### src/rtl/core/kplc_pkg.sv
// ----------------------------------------------------------------------------
// kplc_pkg
// Shared types and constants for the keypad PIN lock controller.
// ----------------------------------------------------------------------------
package kplc_pkg;

    localparam int PIN_SLOTS    = 3;
    localparam int MAX_PIN_KEYS = 5;
    localparam int ENTRY_W      = 4 * MAX_PIN_KEYS;
    localparam int SCNT_W       = $clog2(PIN_SLOTS + 1);

    localparam logic [7:0] ECNT_MAX = 8'd255;
    localparam logic [7:0] UCNT_MAX = 8'd255;
    localparam logic [4:0] HCNT_MAX = 5'd31;

    // key codes, row-major keypad index
    localparam logic [3:0] KEY_ADD  = 4'd3;
    localparam logic [3:0] KEY_HASH = 4'd14;

    // screen codes
    localparam logic [2:0] SCR_HOME      = 3'd0;
    localparam logic [2:0] SCR_ENTER     = 3'd1;
    localparam logic [2:0] SCR_UNLOCKED  = 3'd2;
    localparam logic [2:0] SCR_INCORRECT = 3'd3;
    localparam logic [2:0] SCR_MAX_PINS  = 3'd4;
    localparam logic [2:0] SCR_ADD       = 3'd5;
    localparam logic [2:0] SCR_SAVED     = 3'd6;
    localparam logic [2:0] SCR_RESET     = 3'd7;

    // configuration register indexes
    localparam logic [1:0] CFG_PIN_LENGTH    = 2'd0;
    localparam logic [1:0] CFG_DISPLAY_TICKS = 2'd1;
    localparam logic [1:0] CFG_UNLOCK_TICKS  = 2'd2;
    localparam logic [1:0] CFG_HOLD_TICKS    = 2'd3;

    typedef enum logic [1:0] {
        UI_HOME,
        UI_ENTER,
        UI_SAVE,
        UI_SHOW
    } t_ui_mode;

    typedef enum logic [1:0] {
        BTN_STANDBY,
        BTN_CHECK,
        BTN_CLEAR
    } t_btn_mode;

    typedef struct packed {
        logic [2:0] pin_length;
        logic [7:0] display_ticks;
        logic [7:0] unlock_ticks;
        logic [4:0] hold_ticks;
    } t_cfg;

    typedef struct packed {
        logic       button_pressed;
        logic [3:0] key_code;
        logic       key_valid;
    } t_key_beat;

    typedef struct packed {
        logic              valid;
        t_key_beat         beat;
    } t_in_slot;

    typedef struct packed {
        logic [SCNT_W-1:0] pins_saved;
        logic [2:0]        keys_entered;
        logic [2:0]        screen;
        logic              buzzer_on;
        logic              door_unlocked;
    } t_result;

endpackage

### src/rtl/core/kplc_in_stage.sv
// ----------------------------------------------------------------------------
// kplc_in_stage
// Input register for key beats; refills in the cycle the held beat is taken.
// ----------------------------------------------------------------------------
module kplc_in_stage (
    input  logic                i_clk,
    input  logic                i_rst_n,
    input  logic                i_valid,
    output logic                o_ready,
    input  kplc_pkg::t_key_beat i_beat,
    input  logic                i_take,
    output kplc_pkg::t_in_slot  o_slot
);
    import kplc_pkg::*;

    logic      r_valid;
    t_key_beat r_beat;

    assign o_ready = !r_valid || i_take;

    always_ff @(posedge i_clk) begin
        if (!i_rst_n) begin
            r_valid <= 1'b0;
        end else if (o_ready) begin
            r_valid <= i_valid;
        end
    end

    always_ff @(posedge i_clk) begin
        if (o_ready && i_valid) begin
            r_beat <= i_beat;
        end
    end

    assign o_slot.valid = r_valid;
    assign o_slot.beat  = r_beat;

endmodule

### src/rtl/core/kplc_step.sv
// ----------------------------------------------------------------------------
// kplc_step
// Lock state: UI, lock and button-hold machines plus PIN slot store.
// Steps once per taken beat; result reflects state after the step.
// ----------------------------------------------------------------------------
module kplc_step (
    input  logic                i_clk,
    input  logic                i_rst_n,
    input  logic                i_adv,
    input  kplc_pkg::t_key_beat i_beat,
    input  kplc_pkg::t_cfg      i_cfg,
    output kplc_pkg::t_result   o_res
);
    import kplc_pkg::*;

    t_ui_mode            r_ui, n_ui;
    t_btn_mode           r_btn, n_btn;
    logic                r_lock, n_lock;
    logic                r_phase;
    logic [7:0]          r_ecnt, n_ecnt;
    logic [7:0]          r_ucnt, n_ucnt;
    logic [4:0]          r_hcnt, n_hcnt;
    logic [ENTRY_W-1:0]  r_ebuf, n_ebuf;
    logic [ENTRY_W-1:0]  r_slots [PIN_SLOTS];
    logic [ENTRY_W-1:0]  n_slots [PIN_SLOTS];
    logic [PIN_SLOTS-1:0] r_sval, n_sval;
    logic [SCNT_W-1:0]   r_scnt, n_scnt;
    logic                r_acc, n_acc;
    logic                r_clr, n_clr;
    logic [2:0]          r_scr, n_scr;

    logic [2:0] len;
    logic       hit;

    // length register clamped to 1..MAX_PIN_KEYS
    always_comb begin
        if (i_cfg.pin_length == 3'd0) begin
            len = 3'd1;
        end else if (i_cfg.pin_length > 3'(MAX_PIN_KEYS)) begin
            len = 3'(MAX_PIN_KEYS);
        end else begin
            len = i_cfg.pin_length;
        end
    end

    always_comb begin
        hit = 1'b0;
        for (int s = 0; s < PIN_SLOTS; s++) begin
            if (r_sval[s] && (r_slots[s] == r_ebuf)) begin
                hit = 1'b1;
            end
        end
    end

    always_comb begin
        logic key_used;
        logic placed;
        logic kv;
        logic b;
        kv       = i_beat.key_valid;
        b        = i_beat.button_pressed;
        key_used = 1'b0;
        placed   = 1'b0;
        n_ui     = r_ui;
        n_btn    = r_btn;
        n_lock   = r_lock;
        n_ecnt   = r_ecnt;
        n_ucnt   = r_ucnt;
        n_hcnt   = r_hcnt;
        n_ebuf   = r_ebuf;
        n_slots  = r_slots;
        n_sval   = r_sval;
        n_scnt   = r_scnt;
        n_acc    = r_acc;
        n_clr    = r_clr;
        n_scr    = r_scr;

        // UI machine, slow ticks only
        if (r_phase) begin
            unique case (r_ui)
                UI_HOME: begin
                    key_used = 1'b1;
                    if (kv && i_beat.key_code == KEY_HASH) begin
                        n_ui = UI_ENTER; n_scr = SCR_ENTER; n_ecnt = '0; n_ebuf = '0;
                    end else if (kv && i_beat.key_code == KEY_ADD) begin
                        n_ui = UI_SAVE; n_scr = SCR_ADD; n_ecnt = '0; n_ebuf = '0;
                    end else if (r_clr) begin
                        n_ui = UI_SHOW; n_scr = SCR_RESET; n_ecnt = '0;
                    end
                end
                UI_ENTER: begin
                    if (r_ecnt >= {5'd0, len}) begin
                        n_acc = hit;
                        n_scr = hit ? SCR_UNLOCKED : SCR_INCORRECT;
                        n_ui  = UI_SHOW; n_ecnt = '0; n_ebuf = '0;
                    end
                end
                UI_SAVE: begin
                    if (r_scnt >= SCNT_W'(PIN_SLOTS)) begin
                        n_ui = UI_SHOW; n_scr = SCR_MAX_PINS; n_ecnt = '0; n_ebuf = '0;
                    end else if (r_ecnt >= {5'd0, len}) begin
                        // lowest free slot takes the new PIN
                        for (int s = 0; s < PIN_SLOTS; s++) begin
                            if (!placed && !r_sval[s]) begin
                                n_slots[s] = r_ebuf;
                                n_sval[s]  = 1'b1;
                                placed     = 1'b1;
                            end
                        end
                        n_scnt = r_scnt + SCNT_W'(1);
                        n_ui = UI_SHOW; n_scr = SCR_SAVED; n_ecnt = '0; n_ebuf = '0;
                    end
                end
                UI_SHOW: begin
                    if (!r_acc && r_ecnt > i_cfg.display_ticks) begin
                        n_ui = UI_HOME; n_scr = SCR_HOME;
                    end
                end
                default: begin
                    n_ui = UI_HOME; n_scr = SCR_HOME;
                end
            endcase

            if (n_ui == UI_ENTER || n_ui == UI_SAVE) begin
                if (!key_used && kv && n_ecnt < {5'd0, len}) begin
                    for (int k = 0; k < MAX_PIN_KEYS; k++) begin
                        if (n_ecnt == 8'(k)) begin
                            n_ebuf[4*k +: 4] = n_ebuf[4*k +: 4] | i_beat.key_code;
                        end
                    end
                    n_ecnt = n_ecnt + 8'd1;
                end
            end else if (n_ui == UI_SHOW) begin
                if (n_ecnt < ECNT_MAX) begin
                    n_ecnt = n_ecnt + 8'd1;
                end
            end
        end

        // lock machine, every tick
        if (!n_lock) begin
            if (n_acc) begin
                n_lock = 1'b1;
            end
        end else if (n_ucnt > i_cfg.unlock_ticks) begin
            n_lock = 1'b0; n_acc = 1'b0; n_ucnt = '0;
        end
        if (n_lock && n_ucnt < UCNT_MAX) begin
            n_ucnt = n_ucnt + 8'd1;
        end

        // button-hold machine, slow ticks only
        if (r_phase) begin
            unique case (r_btn)
                BTN_STANDBY: begin
                    if (b && n_scnt != '0) begin
                        n_btn = BTN_CHECK;
                    end
                end
                BTN_CHECK: begin
                    if (b && r_hcnt < i_cfg.hold_ticks) begin
                        n_btn = BTN_CHECK;
                    end else if (r_hcnt > i_cfg.hold_ticks) begin
                        n_clr = 1'b1; n_btn = BTN_CLEAR; n_hcnt = '0;
                    end else if (!b) begin
                        n_btn = BTN_STANDBY; n_hcnt = '0;
                    end
                end
                BTN_CLEAR: begin
                    if (r_hcnt >= 5'(PIN_SLOTS)) begin
                        n_btn = BTN_STANDBY; n_clr = 1'b0; n_hcnt = '0;
                    end
                end
                default: begin
                    n_btn = BTN_STANDBY;
                end
            endcase

            if (n_btn == BTN_CHECK) begin
                if (b && n_hcnt < HCNT_MAX) begin
                    n_hcnt = n_hcnt + 5'd1;
                end
            end else if (n_btn == BTN_CLEAR) begin
                // invalid slots are never compared, so only valid bits drop
                n_sval = '0;
                n_scnt = '0;
                if (n_hcnt < HCNT_MAX) begin
                    n_hcnt = n_hcnt + 5'd1;
                end
            end
        end
    end

    always_ff @(posedge i_clk) begin
        if (!i_rst_n) begin
            r_ui    <= UI_HOME;
            r_btn   <= BTN_STANDBY;
            r_lock  <= 1'b0;
            r_phase <= 1'b0;
            r_ecnt  <= '0;
            r_ucnt  <= '0;
            r_hcnt  <= '0;
            r_ebuf  <= '0;
            r_sval  <= '0;
            r_scnt  <= '0;
            r_acc   <= 1'b0;
            r_clr   <= 1'b0;
            r_scr   <= SCR_HOME;
        end else if (i_adv) begin
            r_ui    <= n_ui;
            r_btn   <= n_btn;
            r_lock  <= n_lock;
            r_phase <= !r_phase;
            r_ecnt  <= n_ecnt;
            r_ucnt  <= n_ucnt;
            r_hcnt  <= n_hcnt;
            r_ebuf  <= n_ebuf;
            r_sval  <= n_sval;
            r_scnt  <= n_scnt;
            r_acc   <= n_acc;
            r_clr   <= n_clr;
            r_scr   <= n_scr;
        end
    end

    always_ff @(posedge i_clk) begin
        if (i_adv) begin
            r_slots <= n_slots;
        end
    end

    assign o_res.door_unlocked = n_lock;
    assign o_res.buzzer_on     = n_lock;
    assign o_res.screen        = n_scr;
    assign o_res.keys_entered  = (n_ui == UI_ENTER || n_ui == UI_SAVE) ? n_ecnt[2:0] : 3'd0;
    assign o_res.pins_saved    = n_scnt;

`ifndef SYNTH
    a_locked_cnt_zero: assert property (@(posedge i_clk) disable iff (!i_rst_n)
        !r_lock |-> r_ucnt == '0)
        else $error("unlock counter running while locked");

    a_count_matches_valid: assert property (@(posedge i_clk) disable iff (!i_rst_n)
        $countones(r_sval) == 32'(r_scnt))
        else $error("slot count differs from valid bits");

    a_clear_req_state: assert property (@(posedge i_clk) disable iff (!i_rst_n)
        (r_btn == BTN_CLEAR) == r_clr)
        else $error("clear request out of step with button machine");

    a_unlock_needs_accept: assert property (@(posedge i_clk) disable iff (!i_rst_n)
        r_lock |-> r_acc)
        else $error("door unlocked without accepted PIN");
`endif

endmodule

### src/rtl/core/keypad_pin_lock_controller.sv
// ----------------------------------------------------------------------------
// keypad_pin_lock_controller
// Keypad PIN lock: one 50 ms tick per input beat, one status beat out per tick.
//
//   channel   dir  tdata bits (low first)
//   s_axis    in   key_valid[0] key_code[4:1] button_pressed[5], pad to 8
//   m_axis    out  door_unlocked[0] buzzer_on[1] screen[4:2]
//                  keys_entered[7:5] pins_saved[9:8], pad to 16
//   cfg       in   i_cfg_we, i_cfg_idx, i_cfg_wdata
//
// One tick per clock sustained while the output is not stalled; an input beat
// passes the input register, then the state step into the output register.
// The state step is a combinational pass over the UI, lock and button logic.
// Reset is synchronous, active low; control registers reset, but PIN slots and beat data do not.
// A stalled output holds its beat and backs up the input register.
// ----------------------------------------------------------------------------
module keypad_pin_lock_controller (
    input  logic        i_clk,
    input  logic        i_rst_n,
    input  logic        s_axis_tvalid,
    output logic        s_axis_tready,
    input  logic [7:0]  s_axis_tdata,   // key_valid, key_code[3:0], button_pressed
    output logic        m_axis_tvalid,
    input  logic        m_axis_tready,
    output logic [15:0] m_axis_tdata,   // door_unlocked, buzzer_on, screen[2:0],
                                        // keys_entered[2:0], pins_saved[1:0]
    input  logic        i_cfg_we,
    input  logic [1:0]  i_cfg_idx,
    input  logic [7:0]  i_cfg_wdata
);
    import kplc_pkg::*;

    t_cfg      r_cfg;
    t_in_slot  in_slot;
    t_key_beat in_beat;
    t_result   step_res;
    t_result   r_out;
    logic      r_out_valid;
    logic      adv;

    always_ff @(posedge i_clk) begin
        if (!i_rst_n) begin
            r_cfg.pin_length    <= 3'd5;
            r_cfg.display_ticks <= 8'd30;
            r_cfg.unlock_ticks  <= 8'd120;
            r_cfg.hold_ticks    <= 5'd20;
        end else if (i_cfg_we) begin
            unique case (i_cfg_idx)
                CFG_PIN_LENGTH:    r_cfg.pin_length    <= i_cfg_wdata[2:0];
                CFG_DISPLAY_TICKS: r_cfg.display_ticks <= i_cfg_wdata;
                CFG_UNLOCK_TICKS:  r_cfg.unlock_ticks  <= i_cfg_wdata;
                CFG_HOLD_TICKS:    r_cfg.hold_ticks    <= i_cfg_wdata[4:0];
                default: begin
                end
            endcase
        end
    end

    assign in_beat.key_valid      = s_axis_tdata[0];
    assign in_beat.key_code       = s_axis_tdata[4:1];
    assign in_beat.button_pressed = s_axis_tdata[5];

    assign adv = in_slot.valid && (!r_out_valid || m_axis_tready);

    kplc_in_stage u_in_stage (
        .i_clk   (i_clk),
        .i_rst_n (i_rst_n),
        .i_valid (s_axis_tvalid),
        .o_ready (s_axis_tready),
        .i_beat  (in_beat),
        .i_take  (adv),
        .o_slot  (in_slot)
    );

    kplc_step u_step (
        .i_clk   (i_clk),
        .i_rst_n (i_rst_n),
        .i_adv   (adv),
        .i_beat  (in_slot.beat),
        .i_cfg   (r_cfg),
        .o_res   (step_res)
    );

    always_ff @(posedge i_clk) begin
        if (!i_rst_n) begin
            r_out_valid <= 1'b0;
        end else if (adv) begin
            r_out_valid <= 1'b1;
        end else if (m_axis_tready) begin
            r_out_valid <= 1'b0;
        end
    end

    always_ff @(posedge i_clk) begin
        if (adv) begin
            r_out <= step_res;
        end
    end

    assign m_axis_tvalid = r_out_valid;
    assign m_axis_tdata  = {6'd0, r_out};

endmodule
### config.mk
export PLATFORM = sky130hd
export DESIGN_NAME = keypad_pin_lock_controller
export DESIGN_NICKNAME = d
export VERILOG_FILES = /design/src/rtl/core/kplc_pkg.sv /design/src/rtl/core/kplc_in_stage.sv /design/src/rtl/core/kplc_step.sv /design/src/rtl/core/keypad_pin_lock_controller.sv
export SDC_FILE = /design/constraint.sdc
export NUM_CORES = 1
export LEC_CHECK = 0
export BUFFER_PORTS_ARGS = -buffer_cell sky130_fd_sc_hd__buf_2
export CAP_MARGIN = 20
export CORE_MARGIN = 5
export CORE_UTILIZATION = 60
export DETAILED_ROUTE_END_ITERATION = 10
export PLACE_DENSITY_LB_ADDON = 0.15
export SYNTH_ARGS = -nofsm -noshare
export SYNTH_HDL_FRONTEND = slang
export SYNTH_HIERARCHICAL = 1
export SYNTH_SLANG_ARGS = --single-unit
### constraint.sdc
create_clock -name i_clk -period 5.7 [get_ports i_clk]
set_clock_uncertainty 0.2 [all_clocks]
set_input_delay 0.855 -clock i_clk [delete_from_list [all_inputs] [get_ports i_clk]]
set_output_delay 0.855 -clock i_clk [all_outputs]
set_load 0.01 [all_outputs]
==> impl_metrics.env, run 1 <==
export IMPL_outcome="completed"
export IMPL_cts_tree="done"
export IMPL_mostFrequentLayoutCell="nand2_1"
export IMPL_rows=43
export IMPL_slew_headroom=0.444
export IMPL_critPathTopFamily="simple AND/OR/NAND/NOR gates"
export IMPL_fin_crit_sh=0.808
export IMPL_die_w_um=129
export IMPL_cts_htree_levels=4
export IMPL_p_sw_frac=0.243
export IMPL_syn_avg_cell_area_um2=9.82
export IMPL_vias=6308
export IMPL_min_from="r_cfg[12]"
export IMPL_seqPwrFrac=0.510
export IMPL_root_buffer="clkbuf_16"
export IMPL_drc=0
export IMPL_r2r_start="u_step/r_ecnt[0]"
export IMPL_p_clk_frac=0.445
export IMPL_drive_gt1_frac=0.117
export IMPL_cp_slowest_cell="dfxtp_1"
export IMPL_crit_buf_inv=1
export IMPL_globalRoute_totalOverflow=0
export IMPL_final_min_clock_period_ps=4610
export IMPL_drt_iter0_markers=424
export IMPL_setup_viol=0
export IMPL_worst_pin_slew_ps=827
export IMPL_diodes=0
export IMPL_setup_worst_path_start_class="register"
export IMPL_post_drt_wl_per_cell_um=17.7
export IMPL_pwr_share_comb=0.046
export IMPL_crit_start="u_step/r_ecnt[0]"
export IMPL_synth_ff_type="dfxtp_1"
export IMPL_hpwl_mm=14.0
export IMPL_track_usage=0.241
export IMPL_stdcell_count=1080
export IMPL_worst_r2r_path_depth=14
export IMPL_min_path_type="register to register"
export IMPL_syn_area_um2=8440
export IMPL_clock_sinks=159
export IMPL_cts_resized=0
export IMPL_critPathKind="register to register"
export IMPL_grt_pass1_vias=6356
export IMPL_die_area_um2=16500
export IMPL_hold_viol=0
export IMPL_rsz0062_at_grt="no"
export IMPL_path_cells="inv_1 -> ha_1 -> nor3b_1 -> o211a_1 -> o21ai_0 -> nand2_1 -> and2_1 -> ha_1 -> o221a_2 -> o32ai_2 -> nand2_1 -> nor2_1 -> nand2_1 -> o21ai_0"
export IMPL_io_buffers=32
export IMPL_switchingPower_mw=0.583
export IMPL_r2r_slack_ps=1090
export IMPL_antenna_left=0
export IMPL_max_freq_ghz=0.217
export IMPL_drt_pass1_iterations=5
export IMPL_drv_cap=0
export IMPL_synth_cells=859
export IMPL_wl_met3_um=834
export IMPL_synth_seq_cells=159
export IMPL_power_mw=2.40
export IMPL_path_clk_slew_ps=70
export IMPL_postCtsSetupRepairBufs=0
export IMPL_powerDensity_nw_per_um2=259
export IMPL_p_int_mw=1.82
export IMPL_coreArea_um2=13800
export IMPL_fp_dieH_um=129
export IMPL_drt_wl_total_mm=19.1
export IMPL_grt_pass1_wl_mm=31.3
export IMPL_post_route_cell_area_um2=9270
export IMPL_top_layer="met4"
export IMPL_area_delta_synth_final_pct=9.88
export IMPL_yosys_cell_types_count=86
export IMPL_p_leak_nw=3.45
export IMPL_cp_num_cells=14
export IMPL_hold_depth=2
export IMPL_tns_ps=0
export IMPL_cts_hold_buf=0
export IMPL_nets=948
export IMPL_placedCellCount=1048
export IMPL_cp_max_fo=9
export IMPL_synth_edf_count=76
export IMPL_numCtsBuffers=17
export IMPL_max_stage_delay_ps=500
export IMPL_clock_latency_ps=430
export IMPL_yosysWarnings=6
export IMPL_async_flop_share=0
export IMPL_initial_core_util=0.610
export IMPL_ios=41
export IMPL_place_ws_ps=1180
export IMPL_grt_max_degree=56
export IMPL_vias_per_cell=5.84
export IMPL_antenna_found_initial=0
export IMPL_cp_data_required_time_ps=5840
export IMPL_fill_cells=1082
export IMPL_peakVddDrop_mv=0.178
export IMPL_placed_area_um2=8720
export IMPL_m1WireLength_mm=7.83
export IMPL_arrival_ps=4750
export IMPL_seq_area_frac_synth=0.467
export IMPL_final_cell_mix="nand2_1 (108), dfxtp_1 (83), edfxtp_1 (76)"
export IMPL_maxSlewViolCount=0
export IMPL_clock_path_buffers=2
export IMPL_cpMostUsedCell="nand2_1"
export IMPL_finalWeightedCongestion=0.895
export IMPL_layout_setup_ws_ps=1090
export IMPL_worstSetupEndpointType="register"
export IMPL_dr_wl_met2_mm=9.91
-- power by group through the flow --
| stage | logic, mW | clock network, mW | registers [mW] |
|---|---|---|---|
| after floorplan | 0.0816 | 0 | 1.24 |
| after global placement | 0.106 | 0 | 1.25 |
| after detailed placement | 0.109 | 0 | 1.25 |
| after CTS | 0.110 | 1.09 | 1.22 |
| after global routing | 0.122 | 1.14 | 1.22 |
| final | 0.110 | 1.07 | 1.22 |
-- flip-flops by register name, summed over array words and instances (netlist names) --
name	cells
u_step/r_slots	60
r_cfg	24
u_step/r_ebuf	20
m_axis_tdata	10
u_step/r_ecnt	8
u_step/r_ucnt	8
u_in_stage/o_slot	6
u_step/r_hcnt	5
u_step/r_scr	3
u_step/r_sval	3
u_step/r_btn	2
u_step/r_scnt	2
u_step/r_ui	2
m_axis_tvalid	1
u_in_stage/r_valid	1
u_step/r_acc	1
u_step/r_clr	1
u_step/r_lock	1
u_step/r_phase	1
-- Yosys cell counts, drive strengths merged, types with 20 or more instances --
cell type,n,area (um2)
xnor2,52,455
dfxtp,83,1660
nor2,53,206
mux2i,23,230
inv,46,173
a21oi,54,270
o21ai,53,269
buf,20,130
edfxtp,76,2280
nand3,27,135
ha,38,475
nand2,109,417
-- per-stage QoR --
step           hold WS [ps]  utilization
6_report                256        0.671
3_3_place_gp            248        0.630
2_1_floorplan           235            -
4_1_cts                 259        0.671
5_1_grt                 280        0.671
3_5_place_dp            250        0.630
-- logic make-up after synthesis --
kind of cell,Yosys count,share of synthesized area
AND/OR/NAND/NOR,297,0.180
AO/OA/AOI/OAI,191,0.155
flip-flops,159,0.467
buffers and inverters,84,0.0439
XOR/XNOR,63,0.0654
adder cells (fa/ha/maj),38,0.0563
multiplexers,26,0.0313
other,1,0.000444
-- metal layers --
layer / vias to the layer above / track usage
li1: 3142 / -
met1: 2965 / 0.277
met2: 160 / 0.440
met3: 41 / 0.0482
met4: 0 / 0.0957
met5: - / 0
-- cell type report --
class	count	area (um2)	area share
Clock inverter	15	130	0.0140
Clock buffer	17	425	0.0459
Inverter	47	176	0.0190
Timing Repair Buffer	41	228	0.0246
Sequential cell	159	3940	0.425
Multi-Input combinational cell	621	4140	0.447
Tap cell	180	225	0.0243
-- tightest hold or removal path, delay by kind of cell, from the launching register on --
family	cells	cell delay, ps
flip-flops	1	310
multiplexers	1	50
AND/OR/NAND/NOR	1	50
-- worst paths after layout --
kind	endpoint
worst max-delay path	u_step/r_ebuf[3]
worst min-delay path	r_cfg[12]
worst max register to register	u_step/r_ebuf[3]
worst min register to register	r_cfg[12]
No activity file was read; power rests on OpenSTA's default activity.
==> run 2: changes to the inputs <==
--- a/config.mk
+++ b/config.mk
@@ -5,10 +5,11 @@
 export SDC_FILE = /design/constraint.sdc
 export NUM_CORES = 1
 export LEC_CHECK = 0
+export ABC_AREA = 1
 export BUFFER_PORTS_ARGS = -buffer_cell sky130_fd_sc_hd__buf_2
 export CAP_MARGIN = 20
 export CORE_MARGIN = 5
-export CORE_UTILIZATION = 60
+export CORE_UTILIZATION = 56
 export DETAILED_ROUTE_END_ITERATION = 10
 export PLACE_DENSITY_LB_ADDON = 0.15
 export SYNTH_ARGS = -nofsm -noshare
==> constraint.sdc (replaced) <==
create_clock -name i_clk -period 3.95 [get_ports i_clk]
set_clock_uncertainty 0.2 [all_clocks]
set_input_delay 0.5925 -clock i_clk [delete_from_list [all_inputs] [get_ports i_clk]]
set_output_delay 0.5925 -clock i_clk [all_outputs]
set_load 0.01 [all_outputs]
==> run 2 against run 1 <==
  * Critical path depth is 3 higher
  * Count of clock-buffer cells in the layout up 3
  * Cell count up 35%
  * Worst setup slack worse by 660 ps
  * Register-to-register slack got worse by 660 ps
  * Routed wire length rose by 4.0%
  * Critical endpoint is now m_axis_tdata[6]
  * Largest cell class unchanged
==> impl_metrics.env, run 2 <==
export IMPL_critPathTopFamily="simple AND/OR/NAND/NOR gates"
export IMPL_syn_avg_cell_area_um2=7.48
export IMPL_cts_htree_levels=4
export IMPL_synth_edf_count=76
export IMPL_drive_gt1_frac=0.0946
export IMPL_root_buffer="clkbuf_16"
export IMPL_r2r_start="r_cfg[22]"
export IMPL_cp_slowest_cell="ha_2"
export IMPL_tns_ps=0
export IMPL_finalWeightedCongestion=0.916
export IMPL_placedCellCount=1431
export IMPL_setup_viol=0
export IMPL_grt_pass1_wl_mm=33.1
export IMPL_cpMostUsedCell="o21ai_0"
export IMPL_final_util=0.627
export IMPL_vias_per_cell=5.10
export IMPL_synth_top_area_share=0.254
export IMPL_coreArea_um2=15800
export IMPL_largest_reg_flops=60
export IMPL_clock_sinks=159
export IMPL_fill_cells=1410
export IMPL_diodes=0
export IMPL_async_flop_share=0
export IMPL_final_cell_mix="nand2_1 (313), inv_1 (195), nor2_1 (133)"
export IMPL_clock_path_buffers=2
export IMPL_busiest_layer="met2"
export IMPL_clock_latency_ps=420
export IMPL_vias=7463
export IMPL_synth_seq_cells=159
export IMPL_grt_pass1_vias=7032
export IMPL_drc=0
export IMPL_syn_area_um2=8980
export IMPL_worstSetupEndpointType="register"
export IMPL_initial_core_util=0.567
export IMPL_cp_data_required_time_ps=3920
export IMPL_slew_headroom=0.440
export IMPL_drt_wl_total_mm=19.8
export IMPL_rsz0062_at_grt="no"
export IMPL_synth_commonest_cells="nand2_1 (313), inv_1 (196), nor2_1 (134)"
export IMPL_path_clk_slew_ps=60
export IMPL_path_cells="a21oi_1 -> o21ai_0 -> ha_1 -> o21ai_0 -> nand2_1 -> nand2_1 -> nand2_2 -> or2_2 -> o21ai_0 -> or2_2 -> inv_1 -> ha_2 -> inv_2 -> nand2_2 -> o21ai_1 -> nor2_1 -> nor2_1"
export IMPL_synth_cells=1201
export IMPL_cts_resized=0
export IMPL_yosys_cell_types_count=48
export IMPL_track_usage=0.222
export IMPL_powerDensity_nw_per_um2=376
export IMPL_cts_hold_buf=0
export IMPL_synth_top_area_cell="edfxtp_1"
export IMPL_cts_tree="done"
export IMPL_power_mw=3.73
export IMPL_drv_cap=0
export IMPL_hold_viol=0
export IMPL_ios=41
export IMPL_final_min_clock_period_ps=3520
export IMPL_critPathKind="register to register"
export IMPL_worst_r2r_path_depth=17
export IMPL_drt_pass1_iterations=5
export IMPL_postCtsSetupRepairBufs=0
export IMPL_min_from="s_axis_tdata[5]"
export IMPL_seq_area_frac_synth=0.439
export IMPL_timing_rr_end="m_axis_tdata[6]"
export IMPL_multi_input_area_um2=4090
export IMPL_antenna_found_initial=0
export IMPL_post_drt_wl_per_cell_um=13.6
export IMPL_biggestRegsByFlops="u_step/r_slots: 60 flops, r_cfg: 24 flops, u_step/r_ebuf: 20 flops"
export IMPL_hold_depth=1
export IMPL_grt_max_degree=53
export IMPL_drt_iter0_markers=446
export IMPL_nets=1295
export IMPL_die_area_um2=18700
export IMPL_use_met3=0.0371
export IMPL_hold_end="u_in_stage/o_slot[5]"
export IMPL_top_register="u_step/r_slots"
export IMPL_stdcell_count=1463
export IMPL_rows=46
export IMPL_numCtsBuffers=17
export IMPL_globalRoute_totalOverflow=0
export IMPL_synth_ff_type="dfxtp_1"
export IMPL_synth_most_common_cell="nand2_1"
export IMPL_area_delta_synth_final_pct=10.5
export IMPL_use_met1=0.275
export IMPL_r2r_slack_ps=430
export IMPL_hpwl_mm=14.6
export IMPL_io_buffers=32
export IMPL_min_path_type="input pin to register"
export IMPL_fin_crit_sh=0.891
export IMPL_worst_pin_slew_ps=840
export IMPL_cp_max_fo=8
export IMPL_arrival_ps=3480
export IMPL_maxSlewViolCount=0
export IMPL_outcome="completed"
export IMPL_peakVddDrop_mv=0.299
export IMPL_die_w_um=137
export IMPL_grt_use_met2=0.388
export IMPL_setup_worst_path_start_class="register"
export IMPL_synth_area_top_cells="edfxtp_1 (25%), dfxtp_1 (19%), nand2_1 (13%)"
export IMPL_crit_buf_inv=2
export IMPL_antenna_left=0
export IMPL_seqCellArea_um2=3940
export IMPL_mostFrequentLayoutCell="nand2_1"
export IMPL_p_leak_nw=4.64
export IMPL_max_stage_delay_ps=410
export IMPL_fp_dieH_um=137
export IMPL_max_freq_ghz=0.284
export IMPL_yosysWarnings=6
## run 2: per-layer routing
layer,part of all wire,vias to the layer above
li1,-,3916
met1,0.44,3339
met3,0.042,30
met2,0.50,178
met4,0.020,0
met5,0,-
## run 2: cells by family (layout without fill, tap and decap cells)
logic type                 Yosys count  in the layout  synth area share
AOI/OAI and AO/OA                  156            156            0.0945
xor gates and xnor gates            14             14            0.0137
adders and majority gates           38             38            0.0529
buffers and inverters              236            277             0.109
DFF                                159            159             0.439
other                                1              6          0.000418
and+or+nand+nor                    597            597             0.290
## run 2: how the worst max path moves through the flow
stage                       start                 end  slack (ps)  depth (start not counted)
floorplan           m_axis_tready  u_step/r_slots[20]         320                          8
global placement        r_cfg[22]     m_axis_tdata[5]         320                         18
detailed placement      r_cfg[22]     m_axis_tdata[5]         280                         19
CTS                     r_cfg[22]     m_axis_tdata[5]         260                         19
global route            r_cfg[22]     m_axis_tdata[5]          80                         19
finish                  r_cfg[22]     m_axis_tdata[6]         430                         17
## run 2: where the power goes
| part | switching, mW | total [mW] | internal [mW] |
|---|---|---|---|
| Combinational | 0.173 | 0.255 | 0.0816 |
| Clock | 0.661 | 1.69 | 1.03 |
| Sequential | 0.0307 | 1.78 | 1.75 |
| Total | 0.864 | 3.73 | 2.86 |
## run 2: per-stage QoR
| stage | hold WS [ps] | area (um2) | worst slack, ps |
|---|---|---|---|
| floorplan | 229 | 9000 | 316 |
| global placement | 241 | 9300 | 324 |
| detailed placement | 246 | 9300 | 283 |
| CTS | 129 | 9920 | 262 |
| global route | 140 | 9920 | 78.6 |
| finish | 146 | 9920 | 432 |
## run 2: cell type report
class	instances	share of cell area
Clock inverter	12	0.0163
Sequential cell	159	0.398
Inverter	204	0.0777
Tap cell	216	0.0272
Multi-Input combinational cell	811	0.412
Clock buffer	20	0.0460
Timing Repair Buffer	41	0.0230
## run 2: worst reg2reg max path: cells and delay by family, from the launching register on
kind	cells	cell delay, ps
DFF	1	330
AOI/OAI and AO/OA	5	630
and+or+nand+nor	8	1240
buffers and inverters	2	170
adders and majority gates	2	690
